`src/rtl/tca_pkg.sv`:
```
`timescale 1ns / 1ps
// ----------------------------------------------------------------------------
// tca_pkg
// Types and constants shared by the track to cluster association block.
// ----------------------------------------------------------------------------
package tca_pkg;

   // Item kinds on the request channel
   typedef enum logic [1:0] {
      MODE_TRACK   = 2'd0,
      MODE_CLUSTER = 2'd1,
      MODE_PIXEL   = 2'd2,
      MODE_END     = 2'd3
   } mode_type;

   // Verdict codes
   localparam logic [1:0] VERDICT_ASSOC   = 2'd0;
   localparam logic [1:0] VERDICT_SPATIAL = 2'd1;
   localparam logic [1:0] VERDICT_TIME    = 2'd2;

   // Result kinds
   localparam logic RESULT_VERDICT = 1'b0;
   localparam logic RESULT_SUMMARY = 1'b1;

   // Register indexes on the configuration port
   localparam logic [2:0] REG_CUT_X      = 3'd0;
   localparam logic [2:0] REG_CUT_Y      = 3'd1;
   localparam logic [2:0] REG_DT_LIMIT   = 3'd2;
   localparam logic [2:0] REG_USE_CENTRE = 3'd3;
   localparam logic [2:0] REG_ELLIPTIC   = 3'd4;

   localparam int STAMP_BITS    = 48;
   localparam int DT_LIMIT_BITS = 40;
   localparam int CSR_DATA_BITS = 64;
   localparam int CSR_ADDR_BITS = 6;
   localparam int OPND_BITS     = 32;
   localparam int PROD_BITS     = 2 * OPND_BITS;
   localparam int ACC_BITS      = 129;

   // Last sequencer step of the arithmetic pass
   localparam logic [4:0] STEP_LAST = 5'd18;

   // Sequencer states
   typedef enum logic [1:0] {
      ST_IDLE = 2'd0,
      ST_CALC = 2'd1,
      ST_DONE = 2'd2
   } state_type;

   // Product alignment in the accumulator
   typedef enum logic [1:0] {
      SHIFT_0  = 2'd0,
      SHIFT_32 = 2'd1,
      SHIFT_64 = 2'd2
   } shift_type;

   // One operation issued to the multiply-accumulate unit
   typedef struct packed {
      logic      issue;
      logic      clear;
      logic      neg;
      shift_type shift;
   } mac_op_type;

endpackage

```
`src/rtl/tca_csr.sv`:
```
`timescale 1ns / 1ps
// ----------------------------------------------------------------------------
// tca_csr
// Configuration registers behind an APB-style port.
// ----------------------------------------------------------------------------
module tca_csr #(
   parameter int COORD_BITS = 24
) (
   input  logic                                 clock,
   input  logic                                 reset,
   input  logic                                 psel,
   input  logic                                 penable,
   input  logic                                 pwrite,
   input  logic [tca_pkg::CSR_ADDR_BITS-1:0]    paddr,
   input  logic [tca_pkg::CSR_DATA_BITS-1:0]    pwdata,
   output logic [tca_pkg::CSR_DATA_BITS-1:0]    prdata,
   output logic                                 pready,
   output logic [COORD_BITS-2:0]                cut_x,
   output logic [COORD_BITS-2:0]                cut_y,
   output logic [tca_pkg::DT_LIMIT_BITS-1:0]    dt_limit,
   output logic                                 use_centre,
   output logic                                 elliptic
);

   logic [COORD_BITS-2:0]             cut_x_ff, cut_y_ff;
   logic [tca_pkg::DT_LIMIT_BITS-1:0] dt_limit_ff;
   logic                              use_centre_ff, elliptic_ff;
   logic [2:0]                        index;
   logic                              wr_en;

   assign index  = paddr[5:3];
   assign wr_en  = psel & penable & pwrite;
   assign pready = 1'b1;

   // Write registers on the access beat
   always_ff @(posedge clock) begin
      if (reset) begin
         cut_x_ff      <= (COORD_BITS-1)'(1000);
         cut_y_ff      <= (COORD_BITS-1)'(1000);
         dt_limit_ff   <= tca_pkg::DT_LIMIT_BITS'(100000);
         use_centre_ff <= 1'b0;
         elliptic_ff   <= 1'b1;
      end else if (wr_en) begin
         case (index)
            tca_pkg::REG_CUT_X:      cut_x_ff <= pwdata[COORD_BITS-2:0];
            tca_pkg::REG_CUT_Y:      cut_y_ff <= pwdata[COORD_BITS-2:0];
            tca_pkg::REG_DT_LIMIT:   dt_limit_ff <= pwdata[tca_pkg::DT_LIMIT_BITS-1:0];
            tca_pkg::REG_USE_CENTRE: use_centre_ff <= pwdata[0];
            tca_pkg::REG_ELLIPTIC:   elliptic_ff <= pwdata[0];
            default: ;
         endcase
      end
   end

   // Read back
   always_comb begin
      prdata = '0;
      case (index)
         tca_pkg::REG_CUT_X:      prdata = tca_pkg::CSR_DATA_BITS'(cut_x_ff);
         tca_pkg::REG_CUT_Y:      prdata = tca_pkg::CSR_DATA_BITS'(cut_y_ff);
         tca_pkg::REG_DT_LIMIT:   prdata = tca_pkg::CSR_DATA_BITS'(dt_limit_ff);
         tca_pkg::REG_USE_CENTRE: prdata = tca_pkg::CSR_DATA_BITS'(use_centre_ff);
         tca_pkg::REG_ELLIPTIC:   prdata = tca_pkg::CSR_DATA_BITS'(elliptic_ff);
         default:                 prdata = '0;
      endcase
   end

   assign cut_x      = cut_x_ff;
   assign cut_y      = cut_y_ff;
   assign dt_limit   = dt_limit_ff;
   assign use_centre = use_centre_ff;
   assign elliptic   = elliptic_ff;

endmodule

```
`config.mk`:
```
export PLATFORM = sky130hd
export DESIGN_NAME = tca_csr
export DESIGN_NICKNAME = d
export VERILOG_FILES = /design/src/rtl/tca_pkg.sv /design/src/rtl/tca_csr.sv
export SDC_FILE = /design/constraint.sdc
export NUM_CORES = 1
export LEC_CHECK = 0
export ABC_CLOCK_PERIOD_IN_PS = 4350
export BUFFER_PORTS_ARGS = -buffer_cell sky130_fd_sc_hd__buf_2
export CORE_MARGIN = 2
export CORE_UTILIZATION = 40
export DETAILED_ROUTE_END_ITERATION = 10
export PLACE_DENSITY = 0.72
export SYNTH_ARGS = -nofsm -noshare
export SYNTH_HDL_FRONTEND = slang
export SYNTH_SLANG_ARGS = --single-unit
```
`constraint.sdc`:
```
create_clock -name clock -period 4.35 [get_ports clock]
set_input_delay 0.87 -clock clock [delete_from_list [all_inputs] [get_ports clock]]
set_output_delay 0.87 -clock clock [all_outputs]
set_load 0.02 [all_outputs]
```
# Word-level counts from Yosys, hierarchy flattened
# Cells that the tools add are included.
# totals
register_bits,88
inputBits,75
wordCells,18
# op_classes
eq_ne,4
n_mux,1
n_bitwise,2
n_reduce_logical,6
# op_table
op,n
case mux 40 bit (5 select lines),1
AND reduction 2 bit,5
equality test 3 x 2 -> 1 bit (second input constant),2
equality test 3 x 1 -> 1 bit (second input constant),1
equality test 3 bit (second input constant),1
logical NOT 3 bit,1
bitwise AND 1 bit,2

# Logic depth before layout (Yosys ltp)
# depth
depth_word,3
ltp_mapped,7

# Least setup slack after synthesis
# Ideal clock, no wire load.
# synth_path
path_kind,input port to output port
from,in paddr[4] in the netlist's numbering
to,out prdata[10] in the netlist's numbering
arrival_ps,1967
path_slack_ps,1513
path_stages,6
cell_sequence,buf_2 nor2b_1 clkbuf_1 clkbuf_1 a2bb2oi_1 nor2_1
# synth_via
elab_chain_len,2
elab_cells_between_ends,6
cone_classes,eq/ne (4); mux (1); reduce/logical (1)
# synth_rtl
element,line_no,source
"start, declared",tca_csr.sv:14,"input logic [tca_pkg::CSR_ADDR_BITS-1:0] paddr,"
"equality test 3 bit, or another cell as far along",tca_csr.sv:58,case (index)
case mux 40 bit (5 select lines) *,tca_csr.sv:58,
"end, declared",tca_csr.sv:16,"output logic [tca_pkg::CSR_DATA_BITS-1:0] prdata,"
# Every way passes the cells marked *; elsewhere a longest branch is shown, timed or not.

# Final worst setup path
# layout_path
from,in paddr[4] in the netlist's numbering
to,out prdata[21] in the netlist's numbering
# Same word-level chain as after synthesis.

==> metrics.md <==
| Metric | Value |
|---|---|
| Status | `completed` |
| Num ports | `228` |
| Power Dens Cells | `327 nW/um^2` |
| Post-synthesis average cell area | `8.92 sq um` |
| Max-slew violations | `0` |
| CTS Hold Bufs | `0` |
| Final period util | `79.4%` |
| Max Cap Viol | `0` |
| Initial antenna violation count | `0` |
| Cell leakage power | `0.00270 uW` |
| Worst EP required | `3.48 ns` |
| Vias in the first global route | `3,952` |
| Post-CTS Resized | `0` |
| Sinks on Clock Net | `88` |
| Total wire length | `12.8 mm` |
| First-pass GRT wire length | `19.8 mm` |
| Layout area overhead | `24.5%` |
| Share of the synthesized area in the top cell type | `39.1%` |
| Detailed placer's ending HPWL | `8.48 mm` |
| Top-count cell post-synth | `dfxtp_1` |
| Maximum clock path buffer count | `2` |
| Worst R2R Setup Slack | `3.50 ns` |
| Post-synth top cells | `dfxtp_1 (88), mux2i_1 (77), nor2_1 (55), nand2b_1 (53), o21ai_0 (49)` |
| Via count | `4,065` |
| Critical Path AT | `2.58 ns` |
| Die width | `110 um` |
| Input/output buffers | `175` |
| Slew HR | `27.1%` |
| Register area | `1760 sq um` |
| Unrepaired setup endpoints after global routing | `no` |
| Core box area | `10,900 sq um` |
| CTS tree | `done` |
| Wirelength per Cell | `16.2 um` |
| # fillers | `1,061` |
| Worst path cell trace | `buf_2 > buf_4 > mux2i_1 > a2bb2oi_1 > nor2_1 > buf_2` |
| Synthesized area | `4500 sq um` |
| Gr usage total | `20.9%` |
| Most used cell, CP | `buf_2` |
| Count of final hold-check violations | `0` |
| Skew-Pair Late Insertion Delay | `0.33 ns` |
| CP max FO | `33` |
| Peak Freq | `289 MHz` |
| Layout cells sized above 1 | `30.6%` |
| Kind of critical path | `input port to output port` |
| Root Driver | `clkbuf_16` |
| Multi-input logic area | `2420 sq um` |
| Worst-margin pin slew | `1.09 ns` |
| Die H | `110 um` |
| Sequential area share after synthesis | `39.1%` |
| Slowest stage cell, crit path | `buf_2` |
| Worst-case reg-to-reg path depth | `3` |
| Pint | `1410 uW` |
| Synth async-reset ratio | `0%` |
| Hold Crit Class | `register to register` |
| CP Capture Type | `output port` |
| Starting Density | `41.2%` |
| Reg2reg start | `dt_limit[1]` |
| Area contributors post-synth | `dfxtp_1 (39%), mux2i_1 (17%), nand2b_1 (7.4%)` |
| Layout Skew | `0 ns` |
| Gpl congestion | `0.773` |
| CTS clk-pin slew, worst paths | `0.06 ns` |
| Final Critical Period | `3.45 ns` |
| Reg power frac | `44.6%` |
| Grt total ovfl | `0` |
| Die Area | `12,100 sq um` |
| Switch Pwr | `425 uW` |
| DRT iter0 DRCs | `271` |
| N_diodes | `0` |
| Hold path start | `dt_limit[29]` |
| Clock group share of total power | `45.4%` |
| Nets | `722` |
| WHS Path Cells | `2` |
| Max VDD drop | `0.148 mV` |
| Final setup vio count | `0` |
| Post-Route Setup TNS | `0 ns` |
| Largest net degree at the start of global routing | `116` |
| CP max stage delay | `0.53 ns` |
| Hold Path Sink | `dt_limit[29]` |
| Ys flop type | `dfxtp_1` |
| Startpoint types | `input port` |
| Cell taking the most area after synthesis | `dfxtp_1` |
| DRC | `0` |
| Num CTS Buffers | `9` |
| Total power draw | `1830 uW` |
| Post-synthesis instance total | `505` |
| Post-synth EDFFs | `0` |
| Yosys warns | `0` |
| Floorplan row count | `38` |
| Sw Share | `23.2%` |
| Htree depth | `3` |
| FF-to-FF End | `dt_limit[1]` |
| Yosys cell types | `25` |
| DR vias/cell | `5.14` |
| Combinational power share | `10.0%` |
| ANT nets after route | `0` |
| TritonRoute pass-1 iters | `5` |
| Setup Fix Bufs, Post-CTS | `0` |
| Flop and latch count out of synthesis | `88` |
[stage by stage]
stage	cell area, sq um	setup slack, ns	util, %	instances	hold slack (ns)
2_1_floorplan	4590	1.51	-	528	0.557
3_3_place_gp	5280	0.927	48.3	776	0.469
3_5_place_dp	5280	0.876	48.3	776	0.480
4_1_cts	5600	0.876	51.2	791	0.490
5_1_grt	5600	0.584	51.2	791	0.510
6_report	5600	0.896	51.2	791	0.486
[power by group through the flow]
| stage | Clock, uW | Sequential, uW | Combinational [uW] |
|---|---|---|---|
| global placement | 0 | 834 | 178 |
| floorplan | 0 | 841 | 134 |
| detailed placement | 0 | 834 | 181 |
| global route | 886 | 817 | 198 |
| finish | 832 | 817 | 182 |
| CTS | 851 | 816 | 182 |
[cells by family after synthesis]
family / share of synthesized area, %
buf+inv: 9.11
flops: 39.1
mux: 17.1
simple gates: 22.1
other cells: 0.167
compound gates: 12.4
[worst max-delay path: cells and delay by family]
kind	cells	cell delay (ns)
AO/OA/AOI/OAI	1	0.18
buffers and inverters	3	1.20
multiplexers	1	0.24
AND/OR/NAND/NOR	1	0.07
[cell usage in the layout, fill, tap and decap left out, drive strengths merged]
cell and count:
and2 18, or3 1, o31a 1, clkbuf 12, nand4b 21, nor3 2, bufinv 2, nor2 55
dfxtp 88, nand2 3, conb 25, a2bb2oi 22, nand4 2, nor2b 15, a21oi 21, nand2b 53
clkinv 1, o21ai 50, mux2i 77, buf 181, and4b 1
[area by class of cell]
type	instances	area share (%)
Clock inverter	3	1.16
Tap cell	140	3.13
Timing Repair Buffer	181	16.4
Clock buffer	12	4.58
Sequential cell	88	31.4
Multi-Input combinational cell	367	43.3
[per-layer routing]
layer	global-route usage [%]	part of all wire, %	up-vias
li1	-	-	1965
met1	24.7	43	1928
met2	36.9	48	159
met3	5.53	7.5	13
met4	6.43	1.2	0
met5	0	0	-
[registers in the layout (all words and copies together), names as in the netlist]
register and flops:
use_centre 1, cut_x 23, dt_limit 40, elliptic 1, cut_y 23
[worst max-delay path by stage]
| stage | start | to | cells past startpoint | slack (ns) |
|---|---|---|---|---|
| after floorplan | paddr[4] | prdata[10] | 6 | 1.51 |
| after global placement | paddr[4] | prdata[10] | 6 | 0.93 |
| after detailed placement | paddr[4] | prdata[34] | 5 | 0.88 |
| after CTS | paddr[4] | prdata[34] | 5 | 0.88 |
| after global routing | paddr[4] | prdata[34] | 5 | 0.58 |
| final | paddr[4] | prdata[21] | 6 | 0.90 |
No activity file was read; power rests on OpenSTA's default activity.
