`config.mk`:
```
export PLATFORM = sky130hd
export DESIGN_NAME = tca_mac
export DESIGN_NICKNAME = d
export VERILOG_FILES = /design/src/rtl/tca_pkg.sv /design/src/rtl/tca_mac.sv
export SDC_FILE = /design/constraint.sdc
export NUM_CORES = 2
export LEC_CHECK = 0
export ABC_AREA = 1
export ABC_CLOCK_PERIOD_IN_PS = 6200
export CAP_MARGIN = 5
export CELL_PAD_IN_SITES_DETAIL_PLACEMENT = 0
export CELL_PAD_IN_SITES_GLOBAL_PLACEMENT = 1
export CORE_MARGIN = 4
export CORE_UTILIZATION = 44
export DETAILED_ROUTE_END_ITERATION = 7
export DONT_BUFFER_PORTS = 1
export PLACE_DENSITY_LB_ADDON = 0.05
export SKIP_CTS_REPAIR_TIMING = 1
export SYNTH_ARGS = -nofsm -noshare
export SYNTH_HDL_FRONTEND = slang
export SYNTH_SLANG_ARGS = --single-unit
```
`constraint.sdc`:
```
create_clock -name clock -period 6.2 [get_ports clock]
set_input_delay 0 -clock clock [delete_from_list [all_inputs] [get_ports clock]]
set_output_delay 0 -clock clock [all_outputs]
set_load 0.05 [all_outputs]
```
`src/rtl/tca_pkg.sv`:
```
`timescale 1ns / 1ps
// ----------------------------------------------------------------------------
// tca_pkg
// Types and constants shared by the track to cluster association block.
// ----------------------------------------------------------------------------
package tca_pkg;

   // Item kinds on the request channel
   typedef enum logic [1:0] {
      MODE_TRACK   = 2'd0,
      MODE_CLUSTER = 2'd1,
      MODE_PIXEL   = 2'd2,
      MODE_END     = 2'd3
   } mode_type;

   // Verdict codes
   localparam logic [1:0] VERDICT_ASSOC   = 2'd0;
   localparam logic [1:0] VERDICT_SPATIAL = 2'd1;
   localparam logic [1:0] VERDICT_TIME    = 2'd2;

   // Result kinds
   localparam logic RESULT_VERDICT = 1'b0;
   localparam logic RESULT_SUMMARY = 1'b1;

   // Register indexes on the configuration port
   localparam logic [2:0] REG_CUT_X      = 3'd0;
   localparam logic [2:0] REG_CUT_Y      = 3'd1;
   localparam logic [2:0] REG_DT_LIMIT   = 3'd2;
   localparam logic [2:0] REG_USE_CENTRE = 3'd3;
   localparam logic [2:0] REG_ELLIPTIC   = 3'd4;

   localparam int STAMP_BITS    = 48;
   localparam int DT_LIMIT_BITS = 40;
   localparam int CSR_DATA_BITS = 64;
   localparam int CSR_ADDR_BITS = 6;
   localparam int OPND_BITS     = 32;
   localparam int PROD_BITS     = 2 * OPND_BITS;
   localparam int ACC_BITS      = 129;

   // Last sequencer step of the arithmetic pass
   localparam logic [4:0] STEP_LAST = 5'd18;

   // Sequencer states
   typedef enum logic [1:0] {
      ST_IDLE = 2'd0,
      ST_CALC = 2'd1,
      ST_DONE = 2'd2
   } state_type;

   // Product alignment in the accumulator
   typedef enum logic [1:0] {
      SHIFT_0  = 2'd0,
      SHIFT_32 = 2'd1,
      SHIFT_64 = 2'd2
   } shift_type;

   // One operation issued to the multiply-accumulate unit
   typedef struct packed {
      logic      issue;
      logic      clear;
      logic      neg;
      shift_type shift;
   } mac_op_type;

endpackage

```
`src/rtl/tca_mac.sv`:
```
`timescale 1ns / 1ps
// ----------------------------------------------------------------------------
// tca_mac
// Shared 32x32 multiplier with a registered product and a wide signed
// accumulator that adds or subtracts the aligned product.
// ----------------------------------------------------------------------------
module tca_mac (
   input  logic                                clock,
   input  logic                                reset,
   input  tca_pkg::mac_op_type                 op,
   input  logic [tca_pkg::OPND_BITS-1:0]       opnd_a,
   input  logic [tca_pkg::OPND_BITS-1:0]       opnd_b,
   output logic [tca_pkg::ACC_BITS-1:0]        acc
);

   tca_pkg::mac_op_type                 op_ff;
   logic [tca_pkg::PROD_BITS-1:0]       prod_ff;
   logic [tca_pkg::ACC_BITS-1:0]        acc_ff, acc_in, term, base;

   // Multiply stage
   always_ff @(posedge clock) begin
      if (reset) begin
         op_ff <= '0;
      end else begin
         op_ff <= op;
      end
      prod_ff <= opnd_a * opnd_b;
   end

   // Align, negate and accumulate
   always_comb begin
      term = tca_pkg::ACC_BITS'(prod_ff);
      case (op_ff.shift)
         tca_pkg::SHIFT_0:  term = tca_pkg::ACC_BITS'(prod_ff);
         tca_pkg::SHIFT_32: term = tca_pkg::ACC_BITS'(prod_ff) << 32;
         tca_pkg::SHIFT_64: term = tca_pkg::ACC_BITS'(prod_ff) << 64;
         default:           term = tca_pkg::ACC_BITS'(prod_ff);
      endcase
      if (op_ff.neg) begin
         term = -term;
      end
      base   = op_ff.clear ? '0 : acc_ff;
      acc_in = op_ff.issue ? base + term : acc_ff;
   end

   always_ff @(posedge clock) begin
      acc_ff <= acc_in;
   end

   assign acc = acc_ff;

endmodule

```
# Yosys cells after proc, flatten, opt, wreduce, memory -nomap -nowiden
# Cells that the tools add are included.
# totals
in_bits,71
register_bits,198
# op_classes
n_eq_ne,2
n_mux,3
add_sub_neg,2
n_mul,1
# op_table
cell,n
$mux 129,2
$pmux 128 s2,1
$add 129x129->129,1
$neg 129->129,1
$mul 32x32->64,1
$eq 2x1->1 const B,1
$eq 2x2->1 const B,1

# Longest topological paths before layout
# logic_depth
depth_word,5
ltp_mapped,34
mapped_depth_nobuf,33

# Least setup slack after synthesis
# Ideal clock, no wire load.
# synth_path
kind,input -> register
startpoint,in opnd_b[9] (netlist name)
endpoint,reg prod_ff[47] (netlist name)
n_path_buf,1
path_stages,25
path_slack_ps,333
t_arrival_ps,5754
cell_sequence,clkbuf_1 -> nand2_1 -> inv_1 -> fa_1 -> fa_1 -> inv_1 -> fa_1 -> fa_1 -> inv_1 -> fa_1 -> fa_1 -> fa_1 -> inv_1 -> fa_1 -> inv_1 -> ha_1 -> nand2_1 -> nor2_1 -> inv_1 -> nor2_1 -> nand3_1 -> o21ai_0 -> nand2_1 -> nand3_1 -> nand2_1
# synth_between
elab_chain_len,1
# synth_rtl
item,line,source
from (decl),tca_mac.sv:12,"input logic [tca_pkg::OPND_BITS-1:0] opnd_b,"
$mul 32x32->64,tca_mac.sv:27,prod_ff <= opnd_a * opnd_b;
to (signal assigned),tca_mac.sv:27,
to (decl),tca_mac.sv:17,logic [tca_pkg::PROD_BITS-1:0] prod_ff;
# No other way between the ends.
# A chain may end at the register's enable or synchronous reset.

# Worst setup path in the final report
# layout_path
startpoint,reg op_ff[0] (netlist name)
endpoint,"reg acc_ff (netlist bit acc[128]), data pin"
# layout_between
elab_chain_len,5
# layout_rtl
item,line,source
from (decl),tca_mac.sv:16,tca_pkg::mac_op_type op_ff;
from (signal assigned),tca_mac.sv:25,op_ff <= op;
$eq 2x2->1 / $eq 2x1->1 (equally long branches),tca_mac.sv:33,case (op_ff.shift)
$pmux 128 s2 (*),tca_mac.sv:33,
$neg 129->129,tca_mac.sv:40,term = -term;
$mux 129 (*),tca_mac.sv:39,if (op_ff.neg) begin
$add 129x129->129 (*),tca_mac.sv:43,acc_in = op_ff.issue ? base + term : acc_ff;
to (signal assigned),tca_mac.sv:47,acc_ff <= acc_in;
to (decl),tca_mac.sv:18,"logic [tca_pkg::ACC_BITS-1:0] acc_ff, acc_in, term, base;"
# Every way passes the cells marked *; elsewhere a longest branch is shown, timed or not.

==> flow_metrics.py <==
metrics = {
    "clocking": {
        "numCtsBuffers": 17,
        "cts_sinks": 198,
        "tritoncts": "built",
        "clk_pin_slew_ps": 90,
        "worst_skew_pair.late_latency_ps": 550,
        "cts_buffer_depth": 2,
        "htree_levels": 4,
        "cts_root_buf": "clkbuf_16",
    },
    "timing": {
        "setup_viol": 0,
        "clock.fmax_mhz": 171,
        "fin_crit_ps": 5830,
        "maxSlewViolCount": 0,
        "rsz0062_at_grt": "false",
        "slew_headroom_pct": 32.5,
        "fin_skew_ps": 21.9,
        "hold_viol": 0,
        "hold_ws_ps": 14.1,
        "worst_slack_ps": 366,
        "max_slew.worst_pin.slew_ps": 1010,
        "period_share_pct": 94.1,
    },
    "floorplanning": {
        "die-width_um": 376,
        "core-area_mm2": 0.134,
        "rows": 134,
        "die_h_um": 376,
        "io_pins": 200,
        "die_area_mm2": 0.142,
        "start_util_pct": 44.5,
    },
    "global_routing": {
        "grt_usage_pct": 34.1,
        "gr-total-overflow": 0,
        "grt_pass1_vias": 56300,
        "grt_antenna_before_repair": 1,
        "top_usage_layer": "met2",
        "grt_max_degree": 120,
        "met1_usage_pct": 42.3,
        "use_met3_pct": 4.75,
        "gr-usage-met2_pct": 57.8,
        "grt_pass1_wl_mm": 359,
    },
    "logic_synthesis": {
        "syn_inst": 9115,
        "avgSynthCellArea_um2": 6.55,
        "yosys_warnings": 0,
        "netlist_area_mm2": 0.0597,
        "synth-main-ff-cell": "edfxtp_1",
        "synth_top_area_share_pct": 30.1,
        "synth_cell_type_count": 50,
        "async_flop_share_pct": 0,
        "synth_top_cell_by_area": "fa_1",
        "netlist_top_cells_area": "fa_1 30%, nand2_1 19%, inv_1 15%, ha_1 8.3%, edfxtp_1 6.5%",
        "syn_nets": 10500,
        "synth-edff-count": 129,
        "synth_seq_area_share_pct": 8.80,
        "ys_ff_latch": 198,
    },
    "routing": {
        "antenna_left": 0,
        "routed_via_density": 5.10,
        "vias": 55000,
        "drc": 0,
        "drtIter0Drc": 4316,
        "post_drt_wl_per_cell_um": 22.3,
        "wirelength_mm": 241,
        "dr.pass1.iters": 6,
    },
    "placed_design": {
        "place_congestion": 1.02,
        "pre_cts_ws_ps": -143,
        "dpl-instance-area_mm2": 0.0618,
        "placed_cells": 10700,
        "hpwl_mm": 204,
        "io_buffers": 0,
    },
    "final_layout": {
        "drive_above_1_share_pct": 2.58,
        "layout_commonest_cell": "nand2_1",
        "postLayoutCellArea_mm2": 0.0625,
        "final_cell_count_no_fill": 10800,
        "nNetsFinal": 10400,
        "antennaDiodeCount": 0,
        "final_cell_mix": "2,979 x nand2_1, 2,403 x inv_1, 897 x fa_1",
        "synthToLayoutAreaGrowth_pct": 4.66,
    },
    "critical_path": {
        "critPathArrivalTime_ps": 6130,
        "worstPathRequired_ps": 6490,
        "crit_type": "reg -> reg",
        "worst_setup_path_start_kind": "flop",
        "cp_max_fo": 22,
        "crit_path_end_kind": "flop",
    },
    "worst_hold_path": {
        "hold_path_class": "in -> reg",
    },
    "outcome": {
        "outcome": "complete, no violations",
    },
    "flow_run": {
        "cap_violations": 0,
    },
}
[area by class of cell]
class | count | area, µm²
fillers | 14600 | 71600
clock inverters | 14 | 149
inverters | 2414 | 9060
repair buffers | 127 | 1030
well taps | 1768 | 2210
clock buffers | 18 | 450
flip-flops and latches | 198 | 5270
multi-input cells | 6251 | 44300
[final timing paths]
path | start | to | slack [ps] | depth (start not counted)
hold reg to reg | op_ff[4]$_SDFF_PP0_ | acc[3]$_DFFE_PP_ | 590 | 0
setup / recovery | op_ff[0]$_SDFF_PP0_ | acc[128]$_DFFE_PP_ | 370 | 24
setup reg to reg | op_ff[0]$_SDFF_PP0_ | acc[128]$_DFFE_PP_ | 370 | 24
hold / removal | opnd_b[1] | prod_ff[3]$_DFF_P_ | 10 | 5
[cells in the mapped netlist, types with 2 or more instances]
| library cell | n |
|---|---|
| nand3_1 | 242 |
| dfxtp_1 | 69 |
| o31ai_1 | 6 |
| o21a_1 | 5 |
| a21oi_2 | 2 |
| o21ai_2 | 4 |
| nor3_2 | 2 |
| fa_1 | 897 |
| xnor2_1 | 45 |
| edfxtp_1 | 129 |
| inv_2 | 10 |
| a21boi_0 | 4 |
| o21ai_0 | 146 |
| buf_6 | 15 |
| nand4_1 | 62 |
| nor2_2 | 16 |
| a21oi_1 | 285 |
| inv_1 | 2403 |
| nand2_2 | 24 |
| buf_2 | 7 |
| nor2_1 | 793 |
| buf_4 | 2 |
| o21ai_1 | 11 |
| nand2_1 | 2979 |
| nor4_1 | 7 |
| ha_1 | 394 |
| clkbuf_1 | 219 |
| nand3_2 | 6 |
| nand3b_1 | 12 |
| o211ai_1 | 5 |
| buf_1 | 9 |
| a21o_1 | 16 |
| a31oi_1 | 12 |
| nor2_4 | 9 |
| xor2_1 | 157 |
| a21boi_1 | 2 |
| o21bai_1 | 40 |
| nor3_1 | 48 |
| and2_1 | 7 |
| or2_2 | 2 |
| and3_1 | 3 |
[critical path, cell delays in order, from the launching register on]
cell and delay, ps:
dfxtp_1 370, inv_1 60, ha_2 320, nor2_2 790, a21boi_1 350, nand2_1 190, nor2_1 80, nand2_1 120
inv_1 50, nand3_1 250, nand2_1 160, xor2_1 410, ha_1 380, nand2_1 130, inv_1 60, nand2_1 60
nand2_1 80, a21oi_1 330, nand2_1 280, a21oi_1 180, nand2_1 320, nand2_1 150, nand2_1 210, nand3_1 140
nand2_1 100
[flip-flops by register name (all words and copies together), names as in the netlist]
signal and flops:
acc 129, op_ff 5, prod_ff 64
[cell families (layout without fill, tap and decap cells)]
| kind of cell | Yosys count | count (layout) | synth area share, % |
|---|---|---|---|
| DFF | 198 | 198 | 8.80 |
| buffers and inverters | 2666 | 2573 | 17.0 |
| and+or+nand+nor | 4215 | 4215 | 27.9 |
| AOI/OAI and AO/OA | 542 | 542 | 4.99 |
| xor gates and xnor gates | 203 | 203 | 2.99 |
| adders and majority gates | 1291 | 1291 | 38.3 |
[metal layers]
| metal | wire [µm] | share of wire, % |
|---|---|---|
| met4 | 15100 | 6.3 |
| met5 | 11 | 0.0046 |
| met3 | 14600 | 6.1 |
| met1 | 97700 | 41 |
| met2 | 113000 | 47 |
[stage by stage]
stage	TNS, ps	utilization (%)
final	0	46.6
after global placement	-292	46.1
after floorplan	0	-
after CTS	0	46.5
after global routing	0	46.6
after detailed placement	-564	46.1
Power is left out: the tool's default activity adds up to more than one toggle a clock period on the data nets, which glitch-free logic cannot reach.
